File: config.mk
export PLATFORM = sky130hd
export DESIGN_NAME = serial_line_editor_core_flat
export DESIGN_NICKNAME = d
export VERILOG_FILES = /design/src/rtl/core/slc_pkg.sv /design/src/rtl/core/slc_if.sv /design/src/rtl/core/slc_store.sv /design/src/rtl/core/slc_ctrl.sv /design/src/rtl/core/slc_seq.sv /design/src/rtl/core/serial_line_editor_core.sv /design/src/flat_wrapper.sv
export SDC_FILE = /design/constraint.sdc
export NUM_CORES = 2
export LEC_CHECK = 0
export BUFFER_PORTS_ARGS = -buffer_cell sky130_fd_sc_hd__buf_2
export CORE_ASPECT_RATIO = 0.75
export CORE_UTILIZATION = 45
export DETAILED_ROUTE_END_ITERATION = 12
export GPL_TIMING_DRIVEN = 0
export SLEW_MARGIN = 20
export SYNTH_ARGS = -nofsm -noshare
export SYNTH_HDL_FRONTEND = slang
export SYNTH_SLANG_ARGS = --single-unit
File: constraint.sdc
create_clock -name clk_i -period 10.8 [get_ports clk_i]
set_clock_uncertainty 0.15 [all_clocks]
set_input_delay 2.16 -clock clk_i [delete_from_list [all_inputs] [get_ports clk_i]]
set_output_delay 2.16 -clock clk_i [all_outputs]
set_load 0.01 [all_outputs]
File: src/rtl/core/slc_pkg.sv
// Shared types and constants for the serial line editor.
// Standalone package; used by slc_ctrl, slc_seq and the top level in rtl/core.
`default_nettype none
package slc_pkg;

  localparam int unsigned LineDepthDef = 256;
  localparam int unsigned CapWidth     = 9;
  localparam int unsigned CountWidth   = 16;

  localparam logic [1:0] KIND_ECHO = 2'd0;
  localparam logic [1:0] KIND_DONE = 2'd1;
  localparam logic [1:0] KIND_READ = 2'd2;

  localparam logic CMD_RX   = 1'b0;
  localparam logic CMD_READ = 1'b1;

  localparam logic [7:0] CH_DEL = 8'h7F;
  localparam logic [7:0] CH_ESC = 8'h1B;
  localparam logic [7:0] CH_LBR = 8'h5B;
  localparam logic [7:0] CH_A   = 8'h41;
  localparam logic [7:0] CH_D   = 8'h44;
  localparam logic [7:0] CH_CR  = 8'h0D;
  localparam logic [7:0] CH_LF  = 8'h0A;
  localparam logic [7:0] CH_BS  = 8'h08;
  localparam logic [7:0] CH_SP  = 8'h20;

  localparam logic [1:0] ESC_IDLE = 2'd0;
  localparam logic [1:0] ESC_SEEN = 2'd1;
  localparam logic [1:0] ESC_CSI  = 2'd2;

  typedef enum logic [1:0] {
    OP_READ,
    OP_CHAR,
    OP_BKSP,
    OP_NEWL
  } slc_op_e;

  typedef struct packed {
    slc_op_e    op;
    logic [7:0] data;
    logic [7:0] len;
    logic       ovf;
    logic       oob;
  } slc_item_t;

endpackage
`default_nettype wire

File: src/rtl/core/slc_if.sv
// Request and result channel interfaces for the serial line editor.
// No dependencies.
`default_nettype none
interface slc_in_if;
  logic       valid;
  logic       ready;
  logic       command;
  logic [7:0] rx_byte;
  logic [7:0] read_index;

  modport source (output valid, command, rx_byte, read_index, input ready);
  modport sink (input valid, command, rx_byte, read_index, output ready);
endinterface

interface slc_out_if;
  logic       valid;
  logic       ready;
  logic [1:0] kind;
  logic [7:0] data_byte;
  logic [7:0] line_length;
  logic       overflow;
  logic       last;

  modport source (output valid, kind, data_byte, line_length, overflow, last,
                  input ready);
  modport sink (input valid, kind, data_byte, line_length, overflow, last,
                output ready);
endinterface
`default_nettype wire

File: src/rtl/core/slc_store.sv
// Line store: one write port, one registered read port.
// No package dependencies.
`default_nettype none
module slc_store #(
  parameter int unsigned LINE_DEPTH = 256
) (
  input  wire logic                          clk_i,
  input  wire logic                          we_i,
  input  wire logic [$clog2(LINE_DEPTH)-1:0] waddr_i,
  input  wire logic [7:0]                    wdata_i,
  input  wire logic                          re_i,
  input  wire logic [$clog2(LINE_DEPTH)-1:0] raddr_i,
  output      logic [7:0]                    rdata_o
);

  logic [7:0] mem_q [LINE_DEPTH];
  logic [7:0] rdata_q;

  always_ff @(posedge clk_i) begin
    if (we_i) begin
      mem_q[waddr_i] <= wdata_i;
    end
    if (re_i) begin
      rdata_q <= mem_q[raddr_i];
    end
  end

  assign rdata_o = rdata_q;

endmodule
`default_nettype wire

File: src/rtl/core/slc_ctrl.sv
// Editor control: byte mapping, escape filter, character count, capacity.
// Depends on slc_pkg; drives the line store ports and the result sequencer.
`default_nettype none
module slc_ctrl #(
  parameter int unsigned LINE_DEPTH = slc_pkg::LineDepthDef
) (
  input  wire logic                          clk_i,
  input  wire logic                          rst_ni,
  input  wire logic                          cfg_we_i,
  input  wire logic [slc_pkg::CapWidth-1:0]  cfg_data_i,
  input  wire logic                          accept_i,
  input  wire logic                          command_i,
  input  wire logic [7:0]                    rx_byte_i,
  input  wire logic [7:0]                    read_index_i,
  output      logic                          item_v_o,
  output      slc_pkg::slc_item_t            item_o,
  output      logic                          we_o,
  output      logic [$clog2(LINE_DEPTH)-1:0] waddr_o,
  output      logic [7:0]                    wdata_o,
  output      logic                          re_o,
  output      logic [$clog2(LINE_DEPTH)-1:0] raddr_o
);

  localparam int unsigned AW     = $clog2(LINE_DEPTH);
  localparam int unsigned IW     = (AW > 8) ? AW : 8;
  localparam int unsigned CapLim = (LINE_DEPTH < 256) ? LINE_DEPTH : 256;
  localparam int unsigned CW     = slc_pkg::CountWidth;

  logic [slc_pkg::CapWidth-1:0] cfg_q;
  logic [slc_pkg::CapWidth-1:0] cap;
  logic [slc_pkg::CapWidth-1:0] cap_m1;
  logic [1:0]                   phase_q, phase_d;
  logic [CW-1:0]                count_q, count_d;
  logic [7:0]                   ch;
  logic                         drop;
  logic [IW-1:0]                idx_ext;
  logic                         in_range;

  always_ff @(posedge clk_i or negedge rst_ni) begin
    if (!rst_ni) begin
      cfg_q   <= slc_pkg::CapWidth'(256);
      phase_q <= slc_pkg::ESC_IDLE;
      count_q <= '0;
    end else begin
      if (cfg_we_i) begin
        cfg_q <= cfg_data_i;
      end
      phase_q <= phase_d;
      count_q <= count_d;
    end
  end

  always_comb begin
    if (cfg_q == '0) begin
      cap = slc_pkg::CapWidth'(1);
    end else if (cfg_q > slc_pkg::CapWidth'(CapLim)) begin
      cap = slc_pkg::CapWidth'(CapLim);
    end else begin
      cap = cfg_q;
    end
  end
  assign cap_m1 = cap - slc_pkg::CapWidth'(1);

  assign idx_ext  = IW'(read_index_i);
  assign raddr_o  = idx_ext[AW-1:0];
  assign in_range = {5'd0, read_index_i} < 13'(LINE_DEPTH);
  assign waddr_o  = count_q[AW-1:0];

  always_comb begin
    if (rx_byte_i == slc_pkg::CH_DEL) begin
      ch = slc_pkg::CH_BS;
    end else if (rx_byte_i == slc_pkg::CH_CR) begin
      ch = slc_pkg::CH_LF;
    end else begin
      ch = rx_byte_i;
    end
  end

  always_comb begin
    phase_d  = phase_q;
    count_d  = count_q;
    drop     = 1'b0;
    item_v_o = 1'b0;
    item_o   = '{op: slc_pkg::OP_CHAR, data: ch, len: 8'd0, ovf: 1'b0, oob: 1'b0};
    we_o     = 1'b0;
    wdata_o  = ch;
    re_o     = 1'b0;
    if (accept_i) begin
      if (command_i == slc_pkg::CMD_READ) begin
        re_o       = 1'b1;
        item_v_o   = 1'b1;
        item_o.op  = slc_pkg::OP_READ;
        item_o.oob = !in_range;
      end else begin
        if (ch == slc_pkg::CH_ESC) begin
          phase_d = slc_pkg::ESC_SEEN;
          drop    = 1'b1;
        end else if (phase_q == slc_pkg::ESC_SEEN) begin
          if (ch == slc_pkg::CH_LBR) begin
            phase_d = slc_pkg::ESC_CSI;
            drop    = 1'b1;
          end else begin
            phase_d = slc_pkg::ESC_IDLE;
          end
        end else if (phase_q != slc_pkg::ESC_IDLE) begin
          phase_d = slc_pkg::ESC_IDLE;
          drop    = (ch >= slc_pkg::CH_A) && (ch <= slc_pkg::CH_D);
        end
        if (!drop) begin
          if (ch == slc_pkg::CH_BS) begin
            if (count_q != '0) begin
              item_v_o  = 1'b1;
              item_o.op = slc_pkg::OP_BKSP;
              count_d   = count_q - CW'(1);
            end
          end else if (ch == slc_pkg::CH_LF) begin
            item_v_o  = 1'b1;
            item_o.op = slc_pkg::OP_NEWL;
            count_d   = '0;
            if (count_q < CW'(cap)) begin
              we_o       = 1'b1;
              wdata_o    = 8'd0;
              item_o.len = count_q[7:0];
            end else begin
              item_o.len = cap_m1[7:0];
              item_o.ovf = 1'b1;
            end
          end else begin
            item_v_o = 1'b1;
            we_o     = count_q < CW'(cap_m1);
            if (count_q != {CW{1'b1}}) begin
              count_d = count_q + CW'(1);
            end
          end
        end
      end
    end
  end

endmodule
`default_nettype wire

File: src/rtl/core/slc_seq.sv
// Result sequencer: holds one item and emits its one to three results.
// Depends on slc_pkg; fed by slc_ctrl and the line store read data.
`default_nettype none
module slc_seq (
  input  wire logic               clk_i,
  input  wire logic               rst_ni,
  input  wire logic               accept_i,
  input  wire logic               item_v_i,
  input  wire slc_pkg::slc_item_t item_i,
  input  wire logic [7:0]         rdata_i,
  output      logic               in_ready_o,
  output      logic               out_valid_o,
  input  wire logic               out_ready_i,
  output      logic [1:0]         kind_o,
  output      logic [7:0]         data_byte_o,
  output      logic [7:0]         line_length_o,
  output      logic               overflow_o,
  output      logic               last_o
);

  logic               valid_q;
  logic [1:0]         step_q;
  slc_pkg::slc_item_t item_q;
  logic               is_last;

  assign is_last = (item_q.op == slc_pkg::OP_READ) || (item_q.op == slc_pkg::OP_CHAR) ||
                   (step_q == 2'd2);
  assign in_ready_o  = !valid_q || (out_ready_i && is_last);
  assign out_valid_o = valid_q;
  assign last_o      = is_last;

  always_ff @(posedge clk_i or negedge rst_ni) begin
    if (!rst_ni) begin
      valid_q <= 1'b0;
      step_q  <= 2'd0;
    end else if (accept_i) begin
      valid_q <= item_v_i;
      step_q  <= 2'd0;
    end else if (valid_q && out_ready_i) begin
      if (is_last) begin
        valid_q <= 1'b0;
      end else begin
        step_q <= step_q + 2'd1;
      end
    end
  end

  always_ff @(posedge clk_i) begin
    if (accept_i) begin
      item_q <= item_i;
    end
  end

  always_comb begin
    kind_o        = slc_pkg::KIND_ECHO;
    data_byte_o   = 8'd0;
    line_length_o = 8'd0;
    overflow_o    = 1'b0;
    case (item_q.op)
      slc_pkg::OP_READ: begin
        kind_o      = slc_pkg::KIND_READ;
        data_byte_o = item_q.oob ? 8'd0 : rdata_i;
      end
      slc_pkg::OP_CHAR: begin
        data_byte_o = item_q.data;
      end
      slc_pkg::OP_BKSP: begin
        data_byte_o = (step_q == 2'd1) ? slc_pkg::CH_SP : slc_pkg::CH_BS;
      end
      slc_pkg::OP_NEWL: begin
        case (step_q)
          2'd0: data_byte_o = slc_pkg::CH_LF;
          2'd1: data_byte_o = slc_pkg::CH_CR;
          default: begin
            kind_o        = slc_pkg::KIND_DONE;
            line_length_o = item_q.len;
            overflow_o    = item_q.ovf;
          end
        endcase
      end
      default: begin
        kind_o = slc_pkg::KIND_ECHO;
      end
    endcase
  end

endmodule
`default_nettype wire

File: src/rtl/core/serial_line_editor_core.sv
// Serial line editor top level: control, line store and result sequencer.
// Depends on slc_pkg, slc_if, slc_ctrl, slc_store and slc_seq.
//
// Usage: requests arrive on req_i (command, rx_byte, read_index); results
// leave on res_o (kind, data_byte, line_length, overflow, last). A request is
// taken on a clock edge with valid and ready high. A received byte causes
// zero, one or three results; a read request causes one result.
// The first result of a request is valid in the cycle after it is taken. A
// request with one result may follow every cycle while res_o.ready is high;
// backspace and newline hold the result register for their three results.
// Store reads use the registered port of the line memory, so read data is
// ready together with the result register.
// The line capacity register is written through cfg_we_i / cfg_data_i only while
// the block is idle; the user must keep to this, the block does not enforce it.
// Reset: capacity 256, escape filter idle, character count zero; the line
// memory is not cleared.
// Stall: when res_o.ready is low the current result holds and req_i.ready
// drops until the last result of the held request is taken.
`default_nettype none
module serial_line_editor_core #(
  parameter int unsigned LINE_DEPTH = slc_pkg::LineDepthDef
) (
  input  wire logic                         clk_i,
  input  wire logic                         rst_ni,
  input  wire logic                         cfg_we_i,
  input  wire logic [slc_pkg::CapWidth-1:0] cfg_data_i,
  slc_in_if.sink                            req_i,
  slc_out_if.source                         res_o
);

  localparam int unsigned AW = $clog2(LINE_DEPTH);

  logic               accept;
  logic               item_v;
  slc_pkg::slc_item_t item;
  logic               we;
  logic [AW-1:0]      waddr;
  logic [7:0]         wdata;
  logic               re;
  logic [AW-1:0]      raddr;
  logic [7:0]         rdata;

  assign accept = req_i.valid && req_i.ready;

  slc_ctrl #(
    .LINE_DEPTH (LINE_DEPTH)
  ) u_ctrl (
    .clk_i        (clk_i),
    .rst_ni       (rst_ni),
    .cfg_we_i     (cfg_we_i),
    .cfg_data_i   (cfg_data_i),
    .accept_i     (accept),
    .command_i    (req_i.command),
    .rx_byte_i    (req_i.rx_byte),
    .read_index_i (req_i.read_index),
    .item_v_o     (item_v),
    .item_o       (item),
    .we_o         (we),
    .waddr_o      (waddr),
    .wdata_o      (wdata),
    .re_o         (re),
    .raddr_o      (raddr)
  );

  slc_store #(
    .LINE_DEPTH (LINE_DEPTH)
  ) u_store (
    .clk_i   (clk_i),
    .we_i    (we),
    .waddr_i (waddr),
    .wdata_i (wdata),
    .re_i    (re),
    .raddr_i (raddr),
    .rdata_o (rdata)
  );

  slc_seq u_seq (
    .clk_i         (clk_i),
    .rst_ni        (rst_ni),
    .accept_i      (accept),
    .item_v_i      (item_v),
    .item_i        (item),
    .rdata_i       (rdata),
    .in_ready_o    (req_i.ready),
    .out_valid_o   (res_o.valid),
    .out_ready_i   (res_o.ready),
    .kind_o        (res_o.kind),
    .data_byte_o   (res_o.data_byte),
    .line_length_o (res_o.line_length),
    .overflow_o    (res_o.overflow),
    .last_o        (res_o.last)
  );

`ifndef ASSERT_OFF
  a_busy_no_req: assert property (@(posedge clk_i) disable iff (!rst_ni)
    res_o.valid && !res_o.last |-> !req_i.ready)
    else $error("request taken while results pending");

  a_done_last: assert property (@(posedge clk_i) disable iff (!rst_ni)
    res_o.valid && (res_o.kind == slc_pkg::KIND_DONE) |-> res_o.last)
    else $error("line complete not last result");

  a_read_result: assert property (@(posedge clk_i) disable iff (!rst_ni)
    accept && (req_i.command == slc_pkg::CMD_READ)
    |=> res_o.valid && (res_o.kind == slc_pkg::KIND_READ))
    else $error("read request without read result");
`endif

endmodule
`default_nettype wire

File: src/flat_wrapper.sv
// flat-port wrapper written by rule: the top's interface ports become plain ports
module serial_line_editor_core_flat 
#(
  parameter int unsigned LINE_DEPTH = slc_pkg::LineDepthDef
)
  (clk_i, rst_ni, cfg_we_i, cfg_data_i, req_i_valid, req_i_command, req_i_rx_byte, req_i_read_index, req_i_ready, res_o_valid, res_o_kind, res_o_data_byte, res_o_line_length, res_o_overflow, res_o_last, res_o_ready);
  slc_in_if req_i_i ();
  slc_out_if res_o_i ();
  input  wire logic clk_i;
  input  wire logic rst_ni;
  input  wire logic cfg_we_i;
  input  wire logic [slc_pkg::CapWidth-1:0] cfg_data_i;
  input wire logic [$bits(req_i_i.valid)-1:0] req_i_valid;
  input wire logic [$bits(req_i_i.command)-1:0] req_i_command;
  input wire logic [$bits(req_i_i.rx_byte)-1:0] req_i_rx_byte;
  input wire logic [$bits(req_i_i.read_index)-1:0] req_i_read_index;
  output wire logic [$bits(req_i_i.ready)-1:0] req_i_ready;
  output wire logic [$bits(res_o_i.valid)-1:0] res_o_valid;
  output wire logic [$bits(res_o_i.kind)-1:0] res_o_kind;
  output wire logic [$bits(res_o_i.data_byte)-1:0] res_o_data_byte;
  output wire logic [$bits(res_o_i.line_length)-1:0] res_o_line_length;
  output wire logic [$bits(res_o_i.overflow)-1:0] res_o_overflow;
  output wire logic [$bits(res_o_i.last)-1:0] res_o_last;
  input wire logic [$bits(res_o_i.ready)-1:0] res_o_ready;
  assign req_i_i.valid = req_i_valid;
  assign req_i_i.command = req_i_command;
  assign req_i_i.rx_byte = req_i_rx_byte;
  assign req_i_i.read_index = req_i_read_index;
  assign req_i_ready = req_i_i.ready;
  assign res_o_valid = res_o_i.valid;
  assign res_o_kind = res_o_i.kind;
  assign res_o_data_byte = res_o_i.data_byte;
  assign res_o_line_length = res_o_i.line_length;
  assign res_o_overflow = res_o_i.overflow;
  assign res_o_last = res_o_i.last;
  assign res_o_i.ready = res_o_ready;
  serial_line_editor_core #(.LINE_DEPTH(LINE_DEPTH)) u_core (.clk_i(clk_i), .rst_ni(rst_ni), .cfg_we_i(cfg_we_i), .cfg_data_i(cfg_data_i), .req_i(req_i_i), .res_o(res_o_i));
endmodule
==> out/qor.txt <==
IO buf count: 44
Flop pwr share: 0.512
Endpoints failing hold: 0
Rel. slew slack: 0.0785
Data arrival time of the worst path: 8.26 ns
Clock Sinks: 2,105
Residual DRC count: 0
Setup-failing EPs final: 0
Top FF cell, synth: edfxtp_1
Row count: 136
Grt ovf: 0
Die X: 500 um
Crit start category: input pin
Ys async rst share: 0.0143
Clock power frac: 0.387
Crit path buffers/inverters: 4
Synth Register Bits: 2,105
Critical Path, Cell by Cell: clkbuf_1 -> buf_2 -> and2_1 -> clkbuf_1 -> clkbuf_1 -> a221oi_1 -> o21ai_0 -> a21oi_1 -> nor4_1
Final core area utilization: 0.528
Setup Buffers After CTS: 0
Worst skew pair latency: 0.86 ns
Mapped Area: 0.0838 sq mm
ANT nets after route: 0
Chip height: 376 um
Worst-path fanout max: 10
Cts bufs inserted: 195
Clk buf depth: 3
Drt wl/cell: 38.3 um
Initial antenna violation count: 15
CTS resizes: 0
Post-layout minimum cycle time: 7.93 ns
Clock transition at path regs: 0.06 ns
Nets: 4,676
First drt pass iteration count: 6
Combinational share of power: 0.100
Outcome: completed
Max H-tree Level: 4
Global-route wire length before repair: 377 mm
Finished Layout Cells: 7,269
Initial DRC Count: 8,344
Fmax: 0.126 GHz
CTS tree: done
DRT Wirelength: 279 mm
Via Count: 47,900
Final Wtd Congestion: 0.963
Design Power: 17.6 mW
Net switching power: 4.42 mW
Crit Path Class: input pin to flip-flop
Pin count of the biggest net entering global routing: 61
Final Max Slew Viols: 0
Max-Cap Viols: 0
Share of the cycle needed by the critical path after routing: 0.735
I/O pin count: 53
Syn Nets: 4,288
Post-synth EDFFs: 2,075
Layout cells sized above 1: 0.302
Max rail drop VDD: 0.000198 V
Reg2reg setup slack: 5.40 ns
Hold-fix buffers, CTS: 0
HPWL Detailed: 195 mm
Cell total after placement: 6,901
RSZ-0062 raised after global routing: no
Least-Margin Pin Slew: 1.38 ns
Initial Utilization: 0.455
CP peak stage delay: 1.16 ns
Hold Crit Class: flip-flop to flip-flop
Net Sw Frac: 0.251
Synth Warn #: 0
Area Growth Syn to Fin: 16.0%
Req. time, crit path: 11.12 ns
Vias per cell: 6.59
Fillers: 14,400
Top delay family on crit path: buffers and inverters
Core box area: 0.184 sq mm
Power Density: 182 mW/mm^2
CP max-delay cell: o21ai_0
Gr usage total: 0.296
Vias in the first global route: 45,000
Post-synth cell types: 77
Setup TNS: 0 ns
Lkg Pwr: 30.2 nW
Commonest non-fill, non-tap cell in the layout: edfxtp_1
Cells after Synth: 4,231
Crit-path most repeated cell: clkbuf_1
Die ar.: 0.188 sq mm
Most frequent cells in the layout: 2,075 x edfxtp_1, 457 x mux4_2, 260 x nor3_2, 199 x clkbuf_16, 149 x buf_2
Int Pwr: 13.2 mW
Seq/Total Area, Yosys: 0.753
Clk root buf: clkbuf_16
CP Capture Type: flip-flop
Mean Syn Cell Area: 19.8 sq um
path summary, 6_finish.rpt:
check	from	endpoint	cells past startpoint
setup / recovery	req_i_read_index[2]	u_core.u_store.rdata_o[1]	9
hold / removal	u_core.u_ctrl.count_q[15]	u_core.u_ctrl.count_q[15]	1
setup reg to reg	u_core.u_ctrl.cfg_q[8]	u_core.u_store.mem_q[203][0]	13
hold reg to reg	u_core.u_ctrl.count_q[15]	u_core.u_ctrl.count_q[15]	1
max in group asynchronous	rst_ni	u_core.u_ctrl.count_q[10]	1
min in group asynchronous	rst_ni	u_core.u_ctrl.cfg_q[3]	1
synth_stat cells, drive strengths merged, types with 13 or more instances:
cell type,n,share of area
a21oi,120,0.0073
nand2,106,0.0047
nor3,284,0.018
or2,14,0.0010
a211oi,29,0.0027
a22o,16,0.0017
nor2b,28,0.0021
o221ai,29,0.0030
mux2i,145,0.017
a22oi,107,0.0096
mux4,457,0.12
o22ai,39,0.0029
inv,18,0.00081
clkbuf,124,0.0056
ha,26,0.0039
buf,165,0.012
dfrtp,29,0.0087
edfxtp,2075,0.74
mux2,13,0.0017
o21ai,77,0.0049
nor2,82,0.0037
a221oi,15,0.0016
nand3,22,0.0014
nor4,27,0.0021
and2,23,0.0017
a31oi,16,0.0012
nand2b,16,0.0012
registers in the layout (all words and copies together), names as in the netlist:
register,cells
u_core.u_store.mem_q,2048
u_core.u_seq.item_q,19
u_core.u_ctrl.count_q,16
u_core.u_ctrl.cfg_q,9
u_core.u_store.rdata_o,8
u_core.u_ctrl.phase_q,2
u_core.u_seq.step_q,2
u_core.u_seq.out_valid_o,1
cell type report:
class | instances | area, sq um | share of cell area
antenna | 4 | 10.0 | 0.000103
buffer | 289 | 1500 | 0.0155
clock buffer | 240 | 5130 | 0.0528
clock inverter | 119 | 1030 | 0.0106
inverter | 19 | 71.3 | 0.000734
multi-input combinational | 1818 | 20600 | 0.212
sequential | 2105 | 63100 | 0.649
tap | 2484 | 3110 | 0.0320
timing repair buffer | 191 | 2640 | 0.0272
cells by family after synthesis:
logic type | after synthesis | synth area share
adders and majority gates | 26 | 0.00388
muxes | 615 | 0.142
xor gates and xnor gates | 6 | 0.000627
buffers and inverters | 308 | 0.0182
and+or+nand+nor | 649 | 0.0397
DFF | 2105 | 0.753
AOI/OAI and AO/OA | 522 | 0.0431
power groups by stage:
stage | combinational [mW] | sequential [mW] | clock [mW]
after floorplan | 0.750 | 9.25 | 0
after global placement | 1.46 | 9.31 | 0
after detailed placement | 1.68 | 9.22 | 0
after CTS | 1.68 | 9.04 | 6.86
after global routing | 1.78 | 9.04 | 7.15
final | 1.77 | 9.04 | 6.84
per-layer routing:
layer | up-vias | global-route usage | share of wire
met2 | 3515 | 0.394 | 0.41
met5 | - | 0.00691 | 0.00071
met4 | 8 | 0.103 | 0.036
li1 | 18500 | - | -
met1 | 25400 | 0.433 | 0.40
met3 | 479 | 0.125 | 0.16
through the flow:
step / setup slack (ns) / cell area [sq um] / hold WS, ns
6_report: 2.87 / 97200 / 0.359
5_1_grt: 3.29 / 97200 / 0.390
4_1_cts: 3.49 / 97100 / 0.360
3_5_place_dp: 2.57 / 90900 / 0.348
3_3_place_gp: -8.93 / 87100 / 0.321
2_1_floorplan: 0.148 / 83800 / 0.296
Note: power is estimated with default switching activity, not from simulation.
